File: src/sv/ffha_pkg.sv
// ----------------------------------------------------------------------------
// ffha_pkg
// Types, constants and codes shared by the first-fit heap allocator cells
// and its top level.
// ----------------------------------------------------------------------------
package ffha_pkg;

  localparam int HEAP_BYTES    = 16384;
  localparam int HEADER_BYTES  = 16;
  localparam int GRANULE_BYTES = 64;
  localparam int MAX_SEGMENTS  = 256;
  localparam int FREE_DEPTH    = MAX_SEGMENTS + 1;

  localparam int OFS_W = 14;
  localparam int SUM_W = OFS_W + 1;
  localparam int CNT_W = $clog2(FREE_DEPTH);

  localparam logic CMD_ALLOC = 1'b0;
  localparam logic CMD_FREE  = 1'b1;

  typedef enum logic [2:0] {
    ST_OK,
    ST_ZERO,
    ST_NOFIT,
    ST_NULL,
    ST_NOTALLOC
  } status_e;

  typedef enum logic [1:0] {
    S_IDLE,
    S_SCAN,
    S_DONE
  } state_e;

  typedef enum logic [2:0] {
    FOP_NONE,
    FOP_SET_FIRST,
    FOP_SET_PRED,
    FOP_DEL_FIRST,
    FOP_SET_PRED_DEL,
    FOP_INS_FIRST
  } free_op_e;

  typedef enum logic [1:0] {
    UOP_NONE,
    UOP_APPEND,
    UOP_DEL
  } used_op_e;

  typedef struct packed {
    logic             command;
    logic [OFS_W-1:0] request_size;
    logic [OFS_W-1:0] payload_offset;
  } in_t;

  typedef struct packed {
    logic [OFS_W-1:0] result_offset;
    logic [2:0]       status;
  } out_t;

  typedef struct packed {
    logic             valid;
    logic [OFS_W-1:0] addr;
    logic [OFS_W-1:0] size;
  } seg_t;

  typedef struct packed {
    logic [OFS_W-1:0] addr;
    logic [OFS_W-1:0] size;
  } useg_t;

  typedef struct packed {
    logic             cmd;
    logic [SUM_W-1:0] need;
    logic [OFS_W-1:0] hdr;
    free_op_e         op;
    logic [OFS_W-1:0] wr_addr;
    logic [OFS_W-1:0] wr_size;
  } free_ctl_t;

  typedef struct packed {
    logic [OFS_W-1:0] hdr;
    logic [CNT_W-1:0] count;
    used_op_e         op;
    logic [OFS_W-1:0] wr_addr;
    logic [OFS_W-1:0] wr_size;
  } used_ctl_t;

  // first: first fit (allocate) or first segment at/after the block (free)
  // pred: last valid segment below the block
  typedef struct packed {
    logic             found;
    logic             fvalid;
    logic [OFS_W-1:0] faddr;
    logic [OFS_W-1:0] fsize;
    logic             pfound;
    logic [OFS_W-1:0] paddr;
    logic [OFS_W-1:0] psize;
  } free_carry_t;

  typedef struct packed {
    logic             found;
    logic [OFS_W-1:0] size;
  } used_carry_t;

endpackage

File: src/sv/ffha_used_cell.sv
// ----------------------------------------------------------------------------
// ffha_used_cell
// One entry of the allocation table, with its link of the lookup carry
// chain and shift-in from the next entry on removal.
// ----------------------------------------------------------------------------
module ffha_used_cell (
  input  logic                        clk_i,
  input  logic                        rst_ni,
  input  logic [ffha_pkg::CNT_W-1:0]  idx_i,
  input  ffha_pkg::used_ctl_t         ctl_i,
  input  ffha_pkg::useg_t             next_seg_i,
  input  ffha_pkg::used_carry_t       carry_i,
  output ffha_pkg::used_carry_t       carry_o,
  output ffha_pkg::useg_t             seg_o
);
  import ffha_pkg::*;

  useg_t       seg_q, seg_d;
  used_carry_t carry_q, carry_d;
  logic        live, first, after;

  always_comb begin
    live  = idx_i < ctl_i.count;
    first = live && (seg_q.addr == ctl_i.hdr) && !carry_i.found;
    after = first || carry_i.found;
  end

  always_comb begin
    carry_d = carry_i;
    if (first) begin
      carry_d.found = 1'b1;
      carry_d.size  = seg_q.size;
    end
  end

  always_comb begin
    seg_d = seg_q;
    case (ctl_i.op)
      UOP_APPEND: begin
        if (idx_i == ctl_i.count) seg_d = '{addr: ctl_i.wr_addr, size: ctl_i.wr_size};
      end
      UOP_DEL: begin
        if (after) seg_d = next_seg_i;
      end
      default: ;
    endcase
  end

  always_ff @(posedge clk_i) begin
    seg_q <= seg_d;
  end

  always_ff @(posedge clk_i or negedge rst_ni) begin
    if (!rst_ni) begin
      carry_q <= '0;
    end else begin
      carry_q <= carry_d;
    end
  end

  assign carry_o = carry_q;
  assign seg_o   = seg_q;

endmodule

File: config.mk
export PLATFORM = sky130hd
export DESIGN_NAME = ffha_used_cell
export DESIGN_NICKNAME = d
export VERILOG_FILES = /design/src/sv/ffha_pkg.sv /design/src/sv/ffha_used_cell.sv
export SDC_FILE = /design/constraint.sdc
export NUM_CORES = 1
export LEC_CHECK = 0
export BUFFER_PORTS_ARGS = -buffer_cell sky130_fd_sc_hd__buf_4
export CORE_ASPECT_RATIO = 1.25
export CORE_MARGIN = 2
export CORE_UTILIZATION = 45
export CTS_CLUSTER_DIAMETER = 50
export DETAILED_ROUTE_END_ITERATION = 8
export PLACE_DENSITY = 0.9
export SYNTH_ARGS = -nofsm -noshare
export SYNTH_HDL_FRONTEND = slang
export SYNTH_SLANG_ARGS = --single-unit
File: constraint.sdc
create_clock -name clk_i -period 11.35 [get_ports clk_i]
set_clock_uncertainty 0.15 [all_clocks]
set_input_delay 1.7025 -clock clk_i [delete_from_list [all_inputs] [get_ports clk_i]]
set_output_delay 1.7025 -clock clk_i [all_outputs]
set_load 0.05 [all_outputs]
-- After elaboration in Yosys (flattened, before gate mapping)
Cells that the tools add are included.
- register bits: 43
- output and inout bits: 43
- word-level logic and storage cells: 21
- reduce and logical (&&, ||, !) cells: 6
- multiplexer cells: 4
- equality and inequality tests: 6
- $lt $le $gt $ge: 1
- operators with widths (cell ; number):
    $mux 28 ; 2
    $pmux 28 s2 ; 1
    $mux 15 ; 1
    $eq 14x14->1 ; 1
    $eq 9x9->1 ; 1
    $lt 9x9->1 ; 1
    $ne 2x2->1 const B ; 2
    $reduce_and 3->1 ; 1
    $eq 2x1->1 const B ; 1
    $eq 2x2->1 const B ; 1
    $logic_and 1x1->1 ; 2
    $reduce_bool 2->1 ; 1
    $logic_not 1->1 ; 1
    $logic_or 1x1->1 ; 1

-- Logic depth before layout (Yosys ltp)
- word-level depth: 6
- gate-level depth with buffers: 8
- mapped depth without buffers: 7

-- Worst setup path after synthesis
No wires, ideal clock.
- path kind: input to register
- from: input port ctl_i[38] (netlist bit)
- to: register seg_q (netlist bit seg_o[0]), enable pin
- library setup time: 0.460 ns
- buffers on the path: 0
- arrival time: 5.045 ns
- data required time: 10.740 ns
- slack: 5.695 ns
- cell stages on the path: 6
- cells stage by stage: inv_1 ha_1 or4_4 a211oi_4 nand3_1 a221oi_1
- longest elaborated chain between the ends: 6
- RTL lines (element ; line ; RTL):
    start: declaration ; ffha_used_cell.sv:10 ; input ffha_pkg::used_ctl_t ctl_i,
    $lt 9x9->1 ; ffha_used_cell.sv:23 ; live = idx_i < ctl_i.count;
    $logic_and 1x1->1 (2 in a row) ; ffha_used_cell.sv:24 ; first = live && (seg_q.addr == ctl_i.hdr) && !carry_i.found;
    $logic_or 1x1->1 ; ffha_used_cell.sv:25 ; after = first || carry_i.found;
    $ne 2x2->1 (no line) ; n/a ;
    $reduce_and 3->1 (no line) * ; n/a ;
    end signal: assignment ; ffha_used_cell.sv:50 ; seg_q <= seg_d;
    end: declaration ; ffha_used_cell.sv:18 ; useg_t seg_q, seg_d;
Every way passes the cells marked *; elsewhere a longest branch is shown, timed or not.
A chain may end at the register's enable or synchronous reset.

-- Worst setup path in the final report
- from: input port idx_i[8] (netlist bit)
- to: register seg_q (netlist bit seg_o[27]), enable pin
- longest elaborated chain between the ends: 6
- RTL lines (element ; line ; RTL):
    start: declaration ; ffha_used_cell.sv:9 ; input logic [ffha_pkg::CNT_W-1:0] idx_i,
    $lt 9x9->1 ; ffha_used_cell.sv:23 ;
    $logic_and 1x1->1 (2 in a row) ; ffha_used_cell.sv:24 ;
    $logic_or 1x1->1 ; ffha_used_cell.sv:25 ;
    $ne 2x2->1 (no line) ; n/a ;
    $reduce_and 3->1 (no line) * ; n/a ;
Marks and branches as above.

==> metrics.txt <==
filler cell count in the final layout between 300 and 400; cell repeated most along the worst path buf_4; sum of routed wire segments on met1 around 1800 um; upper clock frequency limit between 0.2 and 0.25 GHz; Resized cells post-CTS 0; switching power of the nets between 100 and 150 uW; number of clock buffers inserted by TritonCTS 5; critical path's slowest cell a221oi_4; fraction of layout cells with a size suffix above 1 around two thirds; result of the run completed; chain of cells forming the critical path buf_4 -> ha_1 -> or4_4 -> a211oi_4 -> nand3_1 -> a221oi_4 -> buf_4; Max Buffers Root-to-Sink 2; syn_area_per_cell 15.2 um2; CTS tree yes; via count of the first global-routing pass approximately 1800; final hold viol count 0; leading cell type in the layout, fill and taps excluded buf_4; post-route cell area 0.00353 mm2; Placement Cell Area roughly 0.0034 mm2; count of port buffers added during placement roughly 150; aggregate negative setup slack 0 ps; cell area after synthesis between 0.002 and 0.0025 mm2; share of the cycle needed by the critical path after routing between 30% and 40%; antenna violation net count after detailed routing 0; worst-margin pin slew 710 ps; family of cells with the greatest summed delay on the critical path compound AO/OA/AOI/OAI gates; final cell count without fillers ~360; final weighted congestion of routability-driven global placement 0.762; class of the most critical setup path primary input to flip-flop; flop and latch count out of synthesis 43; commonest non-fill, non-tap cells in the layout 151 x buf_4, 32 x mux2_2, 28 x edfxtp_1; later-pin clock latency in the skew report 290 ps; total grt overflow 0; antenna diode instance count 0; endpoint required time on the critical path 11190 ps; Setup Slack @ Placement around 7000 ps; type of the most critical hold path flip-flop to flip-flop; crit path time final ~4200 ps; longest individual stage delay on the worst path around 700 ps; total internal power around 310 uW; horizontal extent of the die around 67 um; final standard cell utilization of the core around three quarters; Power per Cell Area 131 mW/mm2; Max Cap Violations 0; Site Rows 28; DRC viols 0; worst hold slack approximately 380 ps; unrepaired setup endpoints after global routing false; overall power of the completed layout approximately 460 uW; aggregate routed wire length 5660 um; synthesized instance count between 100 and 150; Netlist cell types 25; CTS clock-pin slew for the worst setup and hold paths ~80 ps; sequential fraction of design power approximately 43%; initial antenna violation count 0; Post-Place Cells between 300 and 400; total track usage between 20% and 30%; final setup violation count 0; crit start category primary input; per-cell via count in the routed design 4.92; HPWL reported at the end of detailed placement 4790 um; global-route wire length before repair 8330 um; warnings from Yosys 0; clock group share of total power around 24%; number of clock sinks seen by CTS 43; met2 routed wirelength ~3300 um; worst max-slew margin expressed relative to the limit a little over half; root buf cell clkbuf_8; maximum number of pins on one net before global-route repair 29; routed length per instance 15.7 um; post-synthesis net count around 260; Switching Fraction a little under a third; number of H-tree branching levels 2; count of final max-slew check failures 0; number of post-CTS setup repair buffers 0; first-pass iteration count of the detailed router 5; hold bufs inserted after CTS 0; total vias in the final route between 1500 and 2000; setup slack of the critical path after layout 7160 ps; sort of element at the end of the critical path flip-flop; IO Count 150; crit-path max FO 15; effective utilization at floorplan about 47%; sequential fraction of the synthesis area ~55%; highest routing layer actually used met4; Worst IR Drop VDD about 99 uV; worst path bufs/invs 2; Leak Pwr approximately 1.7 nW; Arr. time, crit path ~4000 ps; combinational share of power 32.7%; number of nets at the end of the flow 418; initial drt markers 45; placeable core region around 0.0047 mm2; Die Outline Area approximately 0.0055 mm2; height of the die roughly 80 um; layout overhead on the synthesized area 59.2%; total met3 wirelength after detailed routing between 300 and 400 um
synthesized netlist by cell type:
library cell / n / area (um2)
mux2_2: 32 / 360
edfxtp_1: 28 / 841
dfrtp_1: 15 / 375
inv_1: 12 / 45.0
ha_1: 11 / 138
mux2_4: 10 / 150
xnor2_1: 8 / 70.1
xor2_1: 6 / 52.6
nand4_1: 3 / 18.8
a21o_1: 2 / 15.0
a21oi_1: 2 / 10.0
clkbuf_1: 2 / 7.51
nand2_1: 2 / 7.51
nand3_1: 2 / 10.0
a211oi_4: 1 / 20.0
a221oi_1: 1 / 8.76
and4_1: 1 / 8.76
buf_1: 1 / 3.75
buf_6: 1 / 11.3
nand2b_1: 1 / 6.26
nand4b_4: 1 / 23.8
nor2b_1: 1 / 6.26
nor4_1: 1 / 6.26
o221ai_1: 1 / 8.76
or4_4: 1 / 11.3
layer usage:
layer | up-vias | track usage (%)
li1 | 838 | -
met1 | 847 | 21.3
met2 | 77 | 41.0
met3 | 14 | 3.79
met4 | 0 | 9.59
met5 | - | 0
path summary, 6_finish.rpt:
path	from	slack (ps)	cells after the start	end
worst max-delay path	idx_i[8]	7160	7	seg_o[27]
worst min-delay path	seg_o[7]	380	1	carry_o[7]
worst max register to register	seg_o[15]	8290	6	seg_o[27]
worst min register to register	seg_o[7]	380	1	carry_o[7]
max in group asynchronous	rst_ni	9790	1	carry_o[6]
min in group asynchronous	rst_ni	1100	1	carry_o[2]
final cells by class:
| class | instances | area (um2) | area share (%) |
|---|---|---|---|
| sequential | 43 | 1220 | 34.5 |
| timing repair buffer | 151 | 1130 | 32.1 |
| multi-input combinational | 87 | 950 | 26.9 |
| tap | 60 | 75.1 | 2.13 |
| clock buffer | 5 | 68.8 | 1.95 |
| inverter | 12 | 45.0 | 1.28 |
| clock inverter | 3 | 38.8 | 1.10 |
power by group through the flow:
stage	Combinational, mW	Sequential, mW	Clock, mW
after detailed placement	0.151	0.201	0
after global placement	0.149	0.200	0
after global routing	0.159	0.199	0.122
after floorplan	0.0304	0.257	0
after CTS	0.152	0.198	0.115
final	0.151	0.197	0.113
logic make-up after synthesis:
group                      after synthesis  synth area share [%]
muxes                                   42                  23.0
AOI/OAI and AO/OA                        7                  2.82
adders and majority gates               11                  6.21
buffers and inverters                   16                  3.05
xor gates and xnor gates                14                  5.53
and+or+nand+nor                         13                  4.46
DFF                                     43                  54.9
registers in the layout, summed over array words and instances (netlist names):
name,count
carry_o,15
seg_o,28
Note: power is estimated with default switching activity, not from simulation.
